<file path="src/design/itda_pkg.sv">
// Shared types and constants for the integer to decimal ASCII converter.
`default_nettype none

package itda_pkg;

  localparam int unsigned ValueWidth = 32;
  localparam int unsigned DigitCount = 10;
  localparam int unsigned BcdWidth   = 4 * DigitCount;

  localparam logic [7:0] CharZero  = 8'h30;
  localparam logic [7:0] CharMinus = 8'h2D;

  typedef logic [BcdWidth-1:0] bcd_t;

endpackage

`default_nettype wire

</file>
<file path="src/design/integer_to_decimal_ascii_core.sv">
// Top level: 32-bit integer to decimal ASCII text, one character per beat.
//
//   channel | direction | fields              | handshake
//   --------+-----------+---------------------+-----------------------
//   in      | input     | kind_i, value_i     | in_valid_i / in_ready_o
//   out     | output    | character_o,        | out_valid_o / out_ready_i
//           |           | is_last_o           |
//
// A number is accepted, converted by double dabble on one shared
// add-3/shift unit, then leading zero digits are dropped, an optional
// sign character goes out, and the digits follow, one digit per cycle
// while the sink takes each beat at once. in_ready_o is high only
// while idle; the
// output register may still hold the last character of the previous number
// when the next number is accepted. Reset (rst_ni low) clears the sequencer
// and the output valid; a stalled sink holds the current beat and pauses
// the character stepping.
`default_nettype none

module integer_to_decimal_ascii_core (
  input  logic        clk_i,
  input  logic        rst_ni,
  input  logic        in_valid_i,
  output logic        in_ready_o,
  input  logic        kind_i,
  input  logic [31:0] value_i,
  output logic        out_valid_o,
  input  logic        out_ready_i,
  output logic [7:0]  character_o,
  output logic        is_last_o
);

  localparam logic [2:0] StIdle = 3'd0;
  localparam logic [2:0] StConv = 3'd1;
  localparam logic [2:0] StSkip = 3'd2;
  localparam logic [2:0] StSign = 3'd3;
  localparam logic [2:0] StEmit = 3'd4;

  localparam int unsigned StepBits = $clog2(itda_pkg::ValueWidth);
  localparam int unsigned DigBits  = $clog2(itda_pkg::DigitCount + 1);

  logic [2:0]                       state_q, state_d;
  logic [itda_pkg::ValueWidth-1:0]  bin_q, bin_d;
  itda_pkg::bcd_t                   bcd_q, bcd_d;
  itda_pkg::bcd_t                   bcd_step;
  logic [StepBits-1:0]              step_q, step_d;
  logic [DigBits-1:0]               ndig_q, ndig_d;
  logic                             neg_q, neg_d;
  logic                             ov_q, ov_d;
  logic [7:0]                       char_q, char_d;
  logic                             last_q, last_d;

  logic                             in_beat;
  logic                             slot_free;
  logic [3:0]                       top_dig;

  assign in_ready_o  = (state_q == StIdle);
  assign in_beat     = in_valid_i && in_ready_o;
  assign slot_free   = !ov_q || out_ready_i;
  assign top_dig     = bcd_q[itda_pkg::BcdWidth-1 -: 4];

  assign out_valid_o = ov_q;
  assign character_o = char_q;
  assign is_last_o   = last_q;

  // Shared arithmetic: add-3 then shift in the next magnitude bit.
  itda_bcd_step u_step (
    .bcd_i (bcd_q),
    .bit_i (bin_q[itda_pkg::ValueWidth-1]),
    .bcd_o (bcd_step)
  );

  always_comb begin
    state_d = state_q;
    bin_d   = bin_q;
    bcd_d   = bcd_q;
    step_d  = step_q;
    ndig_d  = ndig_q;
    neg_d   = neg_q;
    ov_d    = ov_q;
    char_d  = char_q;
    last_d  = last_q;

    if (ov_q && out_ready_i) begin
      ov_d = 1'b0;
    end

    case (state_q)
      StIdle: begin
        if (in_beat) begin
          neg_d   = kind_i && value_i[itda_pkg::ValueWidth-1];
          // Two's complement negate; exact for the most negative value.
          bin_d   = (kind_i && value_i[itda_pkg::ValueWidth-1]) ? (~value_i + 32'd1)
                                                               : value_i;
          bcd_d   = '0;
          step_d  = '0;
          state_d = StConv;
        end
      end
      StConv: begin
        bcd_d  = bcd_step;
        bin_d  = {bin_q[itda_pkg::ValueWidth-2:0], 1'b0};
        step_d = step_q + 1'b1;
        if (step_q == StepBits'(itda_pkg::ValueWidth - 1)) begin
          ndig_d  = DigBits'(itda_pkg::DigitCount);
          state_d = StSkip;
        end
      end
      StSkip: begin
        // Drop leading zeros, keeping at least one digit.
        if (top_dig == 4'd0 && ndig_q != DigBits'(1)) begin
          bcd_d  = {bcd_q[itda_pkg::BcdWidth-5:0], 4'd0};
          ndig_d = ndig_q - 1'b1;
        end else begin
          state_d = neg_q ? StSign : StEmit;
        end
      end
      StSign: begin
        if (slot_free) begin
          ov_d    = 1'b1;
          char_d  = itda_pkg::CharMinus;
          last_d  = 1'b0;
          state_d = StEmit;
        end
      end
      StEmit: begin
        if (slot_free) begin
          ov_d   = 1'b1;
          char_d = itda_pkg::CharZero | {4'd0, top_dig};
          last_d = (ndig_q == DigBits'(1));
          bcd_d  = {bcd_q[itda_pkg::BcdWidth-5:0], 4'd0};
          ndig_d = ndig_q - 1'b1;
          if (ndig_q == DigBits'(1)) begin
            state_d = StIdle;
          end
        end
      end
      default: begin
        state_d = StIdle;
      end
    endcase
  end

  always_ff @(posedge clk_i or negedge rst_ni) begin
    if (!rst_ni) begin
      state_q <= StIdle;
      ov_q    <= 1'b0;
    end else begin
      state_q <= state_d;
      ov_q    <= ov_d;
    end
  end

  // Datapath registers, no reset needed.
  always_ff @(posedge clk_i) begin
    bin_q  <= bin_d;
    bcd_q  <= bcd_d;
    step_q <= step_d;
    ndig_q <= ndig_d;
    neg_q  <= neg_d;
    char_q <= char_d;
    last_q <= last_d;
  end

endmodule

`default_nettype wire

</file>
<file path="src/design/itda_bcd_step.sv">
// One shift-add-3 step of the binary to BCD conversion.
`default_nettype none

module itda_bcd_step (
  input  itda_pkg::bcd_t bcd_i,
  input  logic           bit_i,
  output itda_pkg::bcd_t bcd_o
);

  itda_pkg::bcd_t adj;

  // Digits at 5 or above get +3 so the shift carries into the next digit.
  always_comb begin
    for (int i = 0; i < int'(itda_pkg::DigitCount); i++) begin
      if (bcd_i[4*i +: 4] >= 4'd5) begin
        adj[4*i +: 4] = bcd_i[4*i +: 4] + 4'd3;
      end else begin
        adj[4*i +: 4] = bcd_i[4*i +: 4];
      end
    end
    bcd_o = {adj[itda_pkg::BcdWidth-2:0], bit_i};
  end

endmodule

`default_nettype wire

</file>
<file path="config.mk">
export PLATFORM = sky130hd
export DESIGN_NAME = integer_to_decimal_ascii_core
export DESIGN_NICKNAME = d
export VERILOG_FILES = /design/src/design/itda_pkg.sv /design/src/design/integer_to_decimal_ascii_core.sv /design/src/design/itda_bcd_step.sv
export SDC_FILE = /design/constraint.sdc
export NUM_CORES = 1
export LEC_CHECK = 0
export BUFFER_PORTS_ARGS = -buffer_cell sky130_fd_sc_hd__buf_2
export CORE_UTILIZATION = 35
export CTS_BUF_LIST = sky130_fd_sc_hd__clkbuf_8 sky130_fd_sc_hd__clkbuf_16
export DETAILED_ROUTE_END_ITERATION = 10
export MAX_ROUTING_LAYER = met4
export SYNTH_ARGS = -nofsm -noshare
export SYNTH_HDL_FRONTEND = slang
export SYNTH_SLANG_ARGS = --single-unit
export TNS_END_PERCENT = 10
</file>
<file path="constraint.sdc">
create_clock -name clk_i -period 3.6 [get_ports clk_i]
set_clock_uncertainty 0.05 [all_clocks]
set_input_delay 0 -clock clk_i [delete_from_list [all_inputs] [get_ports clk_i]]
set_output_delay 0 -clock clk_i [all_outputs]
set_load 0.01 [all_outputs]
</file>
; Yosys cells after proc, flatten, opt, wreduce, memory -nomap -nowiden
; Index checks and enable logic that the tools add are counted.
[totals]
inputBits = 37
out_inout_bits = 11
regBits = 95
[classes]
muxes = 40
reduce_logical = 19
add_sub_neg = 13
n_bitwise = 1
n_eq_ne = 14
n_lt_le_gt_ge = 10
[op_table]
columns = operator, count
row1 = 40-bit case mux with 4 select lines, 1
row2 = 40-bit 2-to-1 mux, 3
row3 = 32-bit 2-to-1 mux, 2
row4 = 32-bit case mux with 2 select lines, 1
row5 = 4-bit 2-to-1 mux, 12
row6 = 4-bit by 3-bit >= comparator with 1-bit output (second input constant), 10
row7 = 4-bit by 2-bit adder with 4-bit output (second input constant), 9
row8 = 32-bit by 1-bit adder with 32-bit output (second input constant), 1
row9 = 32-bit inverter, 1
row10 = 3-bit 2-to-1 mux, 8
row11 = 8-bit 2-to-1 mux, 2
row12 = 8-bit case mux with 2 select lines, 1
row13 = 3-bit case mux with 5 select lines, 1
row14 = 2-bit inequality test (second input constant), 6
row15 = 4-bit case mux with 3 select lines, 1
row16 = 5-bit case mux with 2 select lines, 1
row17 = 4-bit AND reduction, 2
row18 = 3-bit by 2-bit == test with 1-bit output (second input constant), 2
row19 = 6-bit AND reduction, 1
row20 = 5-bit by 1-bit adder with 5-bit output (second input constant), 1
row21 = 5-bit == test (second input constant), 1
row22 = 1-bit 2-to-1 mux, 5
row23 = 5-bit 2-to-1 mux, 1
row24 = 4-bit by 1-bit == test with 1-bit output (second input constant), 1
row25 = other kinds (18), 23

; Depth between registers and ports, before layout
; Gate-level depths: netlist of run 1.
[logic_depth]
ltp_word = 5
ltp_mapped = 8

; By module
; Synthesis of run 1 repeated with hierarchy kept, for this count alone.
[hier_totals]
hier_cells = 553
area_unflattened_um2 = 5647.9
[by_module_without_submodules]
columns = module, area_each_um2, n_inst, cells_each
row1 = integer_to_decimal_ascii_core, 4647.0, 1, 396
row2 = itda_bcd_step, 1001.0, 1, 157

; Worst setup path after synthesis of run 1
; No wires, ideal clock.
[synth_timing]
path_type = reg-to-reg
from = register ndig_q[0]
to = register bcd_q[0] (enable)
setup_slack_ps = 122
setup_ps = 446
required_time_ps = 3104
arrival_time_ps = 2982
period_less_slack_ps = 3478
path_stages_with_launch = 6
path_cell_list = edfxtp_1 -> ha_1 -> or3b_2 -> nand3_1 -> o22a_1 -> o21bai_1
[synth_between]
elab_chain_len = 4
[synth_rtl]
columns = item, line
row1 = "start, declared", integer_to_decimal_ascii_core.sv:47  ; logic [DigBits-1:0] ndig_q, ndig_d;
row2 = "start signal, assigned", integer_to_decimal_ascii_core.sv:159  ; ndig_q <= ndig_d;
row3 = 4-bit by 1-bit inequality test with 1-bit output, integer_to_decimal_ascii_core.sv:111  ; if (top_dig == 4'd0 && ndig_q != DigBits'(1)) begin
row4 = 1-bit logical AND, integer_to_decimal_ascii_core.sv:111
row5 = 2-bit inequality test (no source line), -
row6 = 4-bit AND reduction (no source line), -
row7 = "end signal, assigned", integer_to_decimal_ascii_core.sv:157  ; bcd_q <= bcd_d;
row8 = "end, declared", integer_to_decimal_ascii_core.sv:44  ; itda_pkg::bcd_t bcd_q, bcd_d;
; Every way passes these cells.
; A chain may end at the register's enable or synchronous reset.

; Worst setup path after layout of run 1
[layout_timing]
from = input value_i[0]
to = register bin_q[31] (netlist bit) (data pin)
[layout_between]
elab_chain_len = 5
[layout_rtl]
columns = item, line
row1 = "start, declared", integer_to_decimal_ascii_core.sv:26  ; input logic [31:0] value_i,
row2 = 32-bit inverter, integer_to_decimal_ascii_core.sv:93  ; bin_d = (kind_i && value_i[itda_pkg::ValueWidth-1]) ? (~value_i + 32'd1)
row3 = 32-bit by 1-bit adder with 32-bit output, integer_to_decimal_ascii_core.sv:93
row4 = 32-bit 2-to-1 mux, integer_to_decimal_ascii_core.sv:93
row5 = 32-bit 2-to-1 mux, integer_to_decimal_ascii_core.sv:90  ; if (in_beat) begin
row6 = 32-bit case mux with 2 select lines, integer_to_decimal_ascii_core.sv:88  ; case (state_q)
row7 = "net bin_d, one bit", integer_to_decimal_ascii_core.sv:43  ; logic [itda_pkg::ValueWidth-1:0] bin_q, bin_d;
row8 = "end signal, assigned", integer_to_decimal_ascii_core.sv:156  ; bin_q <= bin_d;
row9 = "end, declared", integer_to_decimal_ascii_core.sv:43
; The timed path passes the listed nets, and every way through them passes these cells. The select of a mux whose other input is x is not followed.

==> results of run 1 <==
worst max-delay path, delay by kind of cell:
kind | cells | cell delay [ns]
compound gates | 2 | 0.24
buf+inv | 3 | 1.21
simple gates | 3 | 1.37
sequential cells by signal (all words and copies together), names as in the netlist:
signal       cells
bcd_q           40
state_q          3
step_q           5
neg_q            1
ndig_q           4
bin_q           32
is_last_o        1
out_valid_o      1
character_o      5
logic make-up after synthesis:
kind of cell    after synthesis  synth area share
simple gates                195             0.174
xor+xnor                     46            0.0719
compound gates              147             0.155
fa+ha+maj                    26            0.0581
buf+inv                      60            0.0438
flops                        92             0.490
mux                           3           0.00558
other cells                   2           0.00134
final cells by class:
cell class	count	area share
repair buffers	60	0.0570
multi-input cells	420	0.412
inverters	31	0.0182
well taps	211	0.0412
clock inverters	6	0.00625
clock buffers	10	0.0373
flip-flops and latches	92	0.428
power by group:
group	internal [mW]	switching, mW
Sequential	1.91	0.349
Combinational	0.731	1.12
Clock	0.484	0.398
Total	3.13	1.87
path summary, 6_finish.rpt:
| kind | from | end | slack (ns) | cells past startpoint |
|---|---|---|---|---|
| max reg2reg | state_q[0]$_DFFE_PN0P_ | bin_q[31]$_DFFE_PP_ | 1.02 | 6 |
| min | value_i[25] | bin_q[25]$_DFFE_PP_ | 0.01 | 3 |
| min in group asynchronous | rst_ni | state_q[1]$_DFFE_PN0P_ | 0.51 | 3 |
| min reg2reg | bin_q[10]$_DFFE_PP_ | bin_q[11]$_DFFE_PP_ | 0.48 | 2 |
| max | value_i[0] | bin_q[31]$_DFFE_PP_ | 0.94 | 8 |
| max in group asynchronous | rst_ni | out_valid_o$_DFF_PN0_ | 2.81 | 3 |
routing by layer:
| metal | share of wire | global-route usage | wire length (µm) | vias to the layer above |
|---|---|---|---|---|
| li1 | - | - | - | 2142 |
| met1 | 0.47 | 0.179 | 5290 | 2021 |
| met2 | 0.47 | 0.240 | 5280 | 110 |
| met3 | 0.042 | 0.0395 | 466 | 9 |
| met4 | 0.012 | 0.0443 | 136 | 0 |
| met5 | 0 | - | 0 | - |
synthesized netlist by cell type (6+ instances only):
| master | number | area [µm²] |
|---|---|---|
| sky130_fd_sc_hd__and3_1 | 6 | 37.5 |
| sky130_fd_sc_hd__nand2_1 | 66 | 248 |
| sky130_fd_sc_hd__o21ai_0 | 56 | 280 |
| sky130_fd_sc_hd__a21oi_1 | 48 | 240 |
| sky130_fd_sc_hd__nor4_1 | 9 | 56.3 |
| sky130_fd_sc_hd__nand2b_1 | 14 | 87.6 |
| sky130_fd_sc_hd__nor2_1 | 39 | 146 |
| sky130_fd_sc_hd__nand3_1 | 7 | 35.0 |
| sky130_fd_sc_hd__nor3b_1 | 11 | 82.6 |
| sky130_fd_sc_hd__inv_1 | 31 | 116 |
| sky130_fd_sc_hd__xnor2_1 | 25 | 219 |
| sky130_fd_sc_hd__nor3_1 | 12 | 60.1 |
| sky130_fd_sc_hd__edfxtp_1 | 88 | 2640 |
| sky130_fd_sc_hd__xor2_1 | 21 | 184 |
| sky130_fd_sc_hd__ha_1 | 26 | 325 |
| sky130_fd_sc_hd__o31ai_1 | 15 | 113 |
| sky130_fd_sc_hd__or4_1 | 8 | 60.1 |
| sky130_fd_sc_hd__a22o_1 | 6 | 52.6 |
| sky130_fd_sc_hd__clkbuf_1 | 20 | 75.1 |
==> impl_metrics.py, run 1 <==
metrics = {
    "detailed_routing": {
        "drt_iter0_markers": 250,
        "drc_errors": 0,
        "vias": 4282,
        "detailedRoute.firstPassIterationCount": 4,
        "postRouteAntennaNets": 0,
        "drt-vias-per-instance": 5.16,
        "wire_per_inst_um": 13.5,
        "routed_wire_length_um": 11200,
    },
    "floorplanning": {
        "boundaryPins": 48,
        "die_height_um": 129,
        "die_area_um2": 16500,
        "cell_rows": 45,
        "initial_cell_density_of_the_core": 0.363,
        "die_width_um": 129,
        "core_region_area_um2": 15400,
    },
    "timing": {
        "max_fclk_mhz": 376,
        "final.setup.tns_ns": 0,
        "rsz0062_at_grt": "false",
        "slew_headroom": 0.530,
        "max_slew.worst_pin.slew_ns": 0.703,
        "fin_crit_sh": 0.739,
        "fin_worst_hold_slack_ns": 0.0142,
        "tmin_final_ns": 2.66,
        "post-route-worst-setup-slack_ns": 0.941,
        "setup_viol_count_final": 0,
        "slew_viol_final": 0,
        "hold_viol_final": 0,
    },
    "cells_and_area": {
        "num_antenna_cells": 0,
        "postLayoutCoreUtil": 0.415,
        "drive_above_1_share": 0.128,
        "regArea_um2": 2740,
        "fillCellCount": 1555,
        "leading_cell_type_in_the_layout_fill_and_taps_excluded": "sky130_fd_sc_hd__edfxtp_1",
        "finalNonFillerCells": 830,
        "multi_input_area_um2": 2640,
        "post-route-cell-area_um2": 6410,
        "number_of_nets_in_the_finished_design": 677,
        "area.growth.synth_to_final_pct": 14.4,
        "layout_common_cells": "sky130_fd_sc_hd__edfxtp_1 (88), sky130_fd_sc_hd__nand2_1 (65), sky130_fd_sc_hd__o21ai_0 (56)",
    },
    "outcome": {
        "run_status": "complete, no violations",
    },
    "critical_path": {
        "worst_path_max_delay_cell": "sky130_fd_sc_hd__or4_1",
        "cp-start-kind": "input pin",
        "worst_path_largest_cell_delay_ns": 0.61,
        "timing.critical_path.cells": "dlygate4sd3_1 > buf_2 > or4_1 > or4_4 > nor3_1 > a31oi_1 > a21oi_1 > dlygate4sd3_1",
        "timing.critical_path.fanout_max": 6,
        "crit_top_cell": "sky130_fd_sc_hd__dlygate4sd3_1",
        "endpoint_kind": "flop",
        "timing.critical_path.arrival_ns": 2.83,
        "worst_setup_path_category": "input pin to flop",
        "worst_ep_required_time_ns": 3.77,
    },
    "placement": {
        "portBuffers": 44,
        "finalWeightedCongestion": 0.791,
        "dp_worst_setup_slack_ns": 1.18,
        "place.detailed.hpwl_um": 7750,
        "post_dp_cell_area_um2": 6030,
        "place_inst": 804,
    },
    "grt": {
        "grt_use_total": 0.148,
        "grt_pass1_wl_um": 18900,
        "grt_max_degree": 49,
        "first_global_vias": 4162,
        "antenna_found_initial": 0,
        "grt-ovfl-total": 0,
    },
    "yosys": {
        "ys.flop_type": "sky130_fd_sc_hd__edfxtp_1",
        "synth_edf_count": 88,
        "asyncSetResetFlopFracSynth": 0.0435,
        "portion_of_the_post_synthesis_area_used_by_sequential_elements": 0.490,
        "synth_area_per_cell_um2": 9.81,
        "synth_warnings": 0,
        "postSynthCellCount": 571,
        "post_syn_area_um2": 5600,
        "ys_types": 46,
        "ys_ff_latch": 92,
    },
    "cts": {
        "clkSlewWorstSetupHoldPaths_ns": 0.07,
        "cts_tree": "built",
        "postCtsHoldBufs": 10,
        "clk_root_buffer_cell": "sky130_fd_sc_hd__clkbuf_16",
        "post_cts_resize_count": 0,
        "clock_sink_count": 92,
        "cts_buffers": 9,
        "clk-insertion-delay-late_ns": 0.34,
        "clock_tree.htree_level_count": 3,
        "post-cts-setup-buffers": 0,
        "cts-root-to-sink-buffers": 2,
    },
    "power_and_ir_drop": {
        "leakagePower_nw": 2.34,
        "totalPowerFinal_mw": 5.00,
        "powerDensity_nw_per_um2": 780,
        "worst_ir_drop_vdd_mv": 0.352,
    },
    "run": {
        "drv.max_cap_violation_count": 0,
    },
    "worst_hold_path": {
        "hold_class": "input pin to flop",
    },
}
Power figures use the tool's default switching activity.
==> run 2: changes to the inputs <==
Settings changed: ABC_AREA from default to 1.
Clock period 3.6 ns to 2.6 ns, I/O delays scaled along.
==> run 2 against run 1 <==
Largest power group unchanged; highest routed layer unchanged; combinational power up 66%; global-route usage up 1.3 points; final cell count grew 19%; worst hold slack got worse by 0.0028 ns; critical endpoint is now bcd_q[16]$_DFFE_PP_; utilization increased by 0.56 points; clock power grew 49%; synthesized cell count grew 24%; critical path depth down 1.
==> impl_metrics.py, run 2 <==
metrics = {
    "cts": {
        "cts_buffers": 9,
        "clk-insertion-delay-late_ns": 0.35,
        "clk_root_buffer_cell": "sky130_fd_sc_hd__clkbuf_16",
        "cts_tree": "built",
        "clock_sink_count": 92,
        "cts-root-to-sink-buffers": 2,
        "post-cts-setup-buffers": 0,
        "clkSlewWorstSetupHoldPaths_ns": 0.07,
        "clock_tree.htree_level_count": 3,
    },
    "critical_path": {
        "reg2reg_slack_ns": 0.52,
        "cp-start-kind": "flop",
        "worst_setup_path_category": "flop to flop",
        "timing.critical_path.arrival_ns": 2.12,
        "endpoint_kind": "flop",
        "worst_ep_required_time_ns": 2.64,
        "timing.critical_path.fanout_max": 40,
    },
    "placement": {
        "place.detailed.hpwl_um": 8600,
        "portBuffers": 44,
        "finalWeightedCongestion": 0.827,
        "place_inst": 954,
    },
    "cells_and_area": {
        "number_of_nets_in_the_finished_design": 830,
        "finalNonFillerCells": 988,
        "drive_above_1_share": 0.101,
        "layout_common_cells": "sky130_fd_sc_hd__nand2_1 (160), sky130_fd_sc_hd__nor2_1 (98), sky130_fd_sc_hd__inv_1 (93)",
        "largest_reg_flops": 40,
        "most_flops_register": "bcd_q",
        "leading_cell_type_in_the_layout_fill_and_taps_excluded": "sky130_fd_sc_hd__nand2_1",
        "area.growth.synth_to_final_pct": 16.8,
        "largestRegisters": "bcd_q (40), bin_q (32)",
        "num_antenna_cells": 0,
    },
    "detailed_routing": {
        "detailedRoute.firstPassIterationCount": 5,
        "postRouteAntennaNets": 0,
        "drc_errors": 0,
        "wire_per_inst_um": 12.6,
        "routed_wire_length_um": 12400,
        "drt_iter0_markers": 496,
        "drt-vias-per-instance": 4.78,
        "vias": 4722,
    },
    "power_and_ir_drop": {
        "powerDensity_nw_per_um2": 1130,
        "worst_ir_drop_vdd_mv": 0.429,
        "totalPowerFinal_mw": 7.56,
        "leakagePower_nw": 2.88,
    },
    "yosys": {
        "synth_compound_area_frac": 0.124,
        "post_syn_area_um2": 5750,
        "ys_types": 32,
        "asyncSetResetFlopFracSynth": 0.0435,
        "netlist.area_leader.share": 0.460,
        "synth_area_per_cell_um2": 8.14,
        "synth_edf_count": 88,
        "synth_warnings": 0,
        "synth_adder_area_share": 0.0566,
        "synth_top_family_by_area": "simple AND/OR/NAND/NOR gates",
        "yosysMostFrequentCell": "sky130_fd_sc_hd__nand2_1",
        "post_synth_and_or_nand_nor_area_fraction": 0.233,
        "yosysTopAreaCell": "sky130_fd_sc_hd__edfxtp_1",
        "ys_ff_latch": 92,
        "ys.flop_type": "sky130_fd_sc_hd__edfxtp_1",
        "synth_mux_area_frac": 0,
        "synth_area_leaders": "sky130_fd_sc_hd__edfxtp_1 (46%), sky130_fd_sc_hd__nand2_1 (10%), sky130_fd_sc_hd__o21ai_0 (6.7%)",
        "synth_xor_area_frac": 0.0289,
        "postSynthCellCount": 706,
        "synth.cells.most_frequent": "sky130_fd_sc_hd__nand2_1 (160), sky130_fd_sc_hd__nor2_1 (100), sky130_fd_sc_hd__inv_1 (91), sky130_fd_sc_hd__edfxtp_1 (88), sky130_fd_sc_hd__o21ai_0 (77)",
        "portion_of_the_post_synthesis_area_used_by_sequential_elements": 0.477,
    },
    "grt": {
        "first_global_vias": 4352,
        "antenna_found_initial": 0,
        "grt_use_total": 0.161,
        "grt_pass1_wl_um": 20700,
        "grt-ovfl-total": 0,
        "grt_max_degree": 46,
    },
    "floorplanning": {
        "cell_rows": 46,
        "die_area_um2": 16900,
        "die_height_um": 130,
        "boundaryPins": 48,
        "die_width_um": 130,
        "initial_cell_density_of_the_core": 0.361,
        "core_region_area_um2": 15900,
    },
    "worst_hold_path": {
        "hold_class": "input pin to flop",
    },
    "run": {
        "drv.max_cap_violation_count": 0,
    },
    "timing": {
        "fin_worst_hold_slack_ns": 0.0114,
        "setup_viol_count_final": 0,
        "max_slew.worst_pin.slew_ns": 0.779,
        "rsz0062_at_grt": "false",
        "tmin_final_ns": 2.08,
        "hold_viol_final": 0,
        "slew_headroom": 0.475,
        "fin_crit_sh": 0.801,
        "slew_viol_final": 0,
        "max_fclk_mhz": 480,
    },
    "outcome": {
        "run_status": "complete, no violations",
    },
}
-- run 2: cell count changes after synthesis, sizes merged, moves of 14 or more --
cell	change
a21oi	-21
inv	+64
nand2	+94
nand2b	-14
nand3	+39
nor2	+63
o21ai	+19
o31ai	-16
o32ai	+17
xnor2	-22
-- run 2: cells by family (layout without fill, tap and decap cells) --
| group | Yosys count | count (layout) |
|---|---|---|
| AOI/OAI and AO/OA | 127 | 127 |
| xor gates and xnor gates | 19 | 19 |
| adders and majority gates | 26 | 26 |
| buffers and inverters | 116 | 181 |
| DFF | 92 | 92 |
| other | 2 | 3 |
| and+or+nand+nor | 324 | 324 |
-- run 2: stage by stage --
step                      utilization  setup slack [ns]  setup TNS [ns]  instance area (µm²)
after global routing            0.421             0.339               0                 6710
after global placement          0.391             0.591               0                 6240
after detailed placement        0.391             0.548               0                 6240
after floorplan                     -            -0.494          -19.76                 5760
final                           0.421             0.517               0                 6710
after CTS                       0.421             0.502               0                 6710
-- run 2: area by class of cell --
| class | count | area (µm²) |
|---|---|---|
| sequential | 92 | 2740 |
| inverter | 95 | 357 |
| clock inverter | 7 | 68.8 |
| fill | 1613 | 9230 |
| clock buffer | 9 | 225 |
| timing repair buffer | 70 | 473 |
| tap | 216 | 270 |
| multi-input combinational | 499 | 2580 |
-- run 2: routing by layer --
layer | share of wire | up-vias | GRT usage
met5 | 0 | - | -
met4 | 0.015 | 0 | 0.0575
met3 | 0.041 | 14 | 0.0291
met2 | 0.44 | 94 | 0.242
met1 | 0.50 | 2144 | 0.216
li1 | - | 2470 | -
-- run 2: what timing repair did --
action	4_1_cts	5_1_grt
gates resized for setup	0	0
endpoints found under the hold margin	19	0
hold buffers	18	0
-- run 2: worst max-delay path: stages (launching register included) --
cell	delay, ns
sky130_fd_sc_hd__dfrtp_1	0.44
sky130_fd_sc_hd__nor2_1	0.17
sky130_fd_sc_hd__inv_1	0.08
sky130_fd_sc_hd__nor2_2	0.25
sky130_fd_sc_hd__inv_1	0.12
sky130_fd_sc_hd__o21ai_0	0.42
sky130_fd_sc_hd__nor2_4	0.06
sky130_fd_sc_hd__buf_12	0.20
-- run 2: worst paths after layout --
kind,start,endpoint,cells past startpoint
max,state_q[1]$_DFFE_PN0P_,bcd_q[16]$_DFFE_PP_,7
min,value_i[5],bin_q[5]$_DFFE_PP_,3
max reg2reg,state_q[1]$_DFFE_PN0P_,bcd_q[16]$_DFFE_PP_,7
min reg2reg,bin_q[23]$_DFFE_PP_,bin_q[24]$_DFFE_PP_,2
max in group asynchronous,rst_ni,out_valid_o$_DFF_PN0_,3
min in group asynchronous,rst_ni,state_q[2]$_DFFE_PN0P_,3
-- run 2: report_power, final --
| group | switching, mW | total [mW] | internal [mW] | leakage [nW] |
|---|---|---|---|---|
| sequential | 0.396 | 3.17 | 2.77 | 0.928 |
| combinational | 2.08 | 3.08 | 1.00 | 1.80 |
| clock | 0.571 | 1.31 | 0.743 | 0.146 |
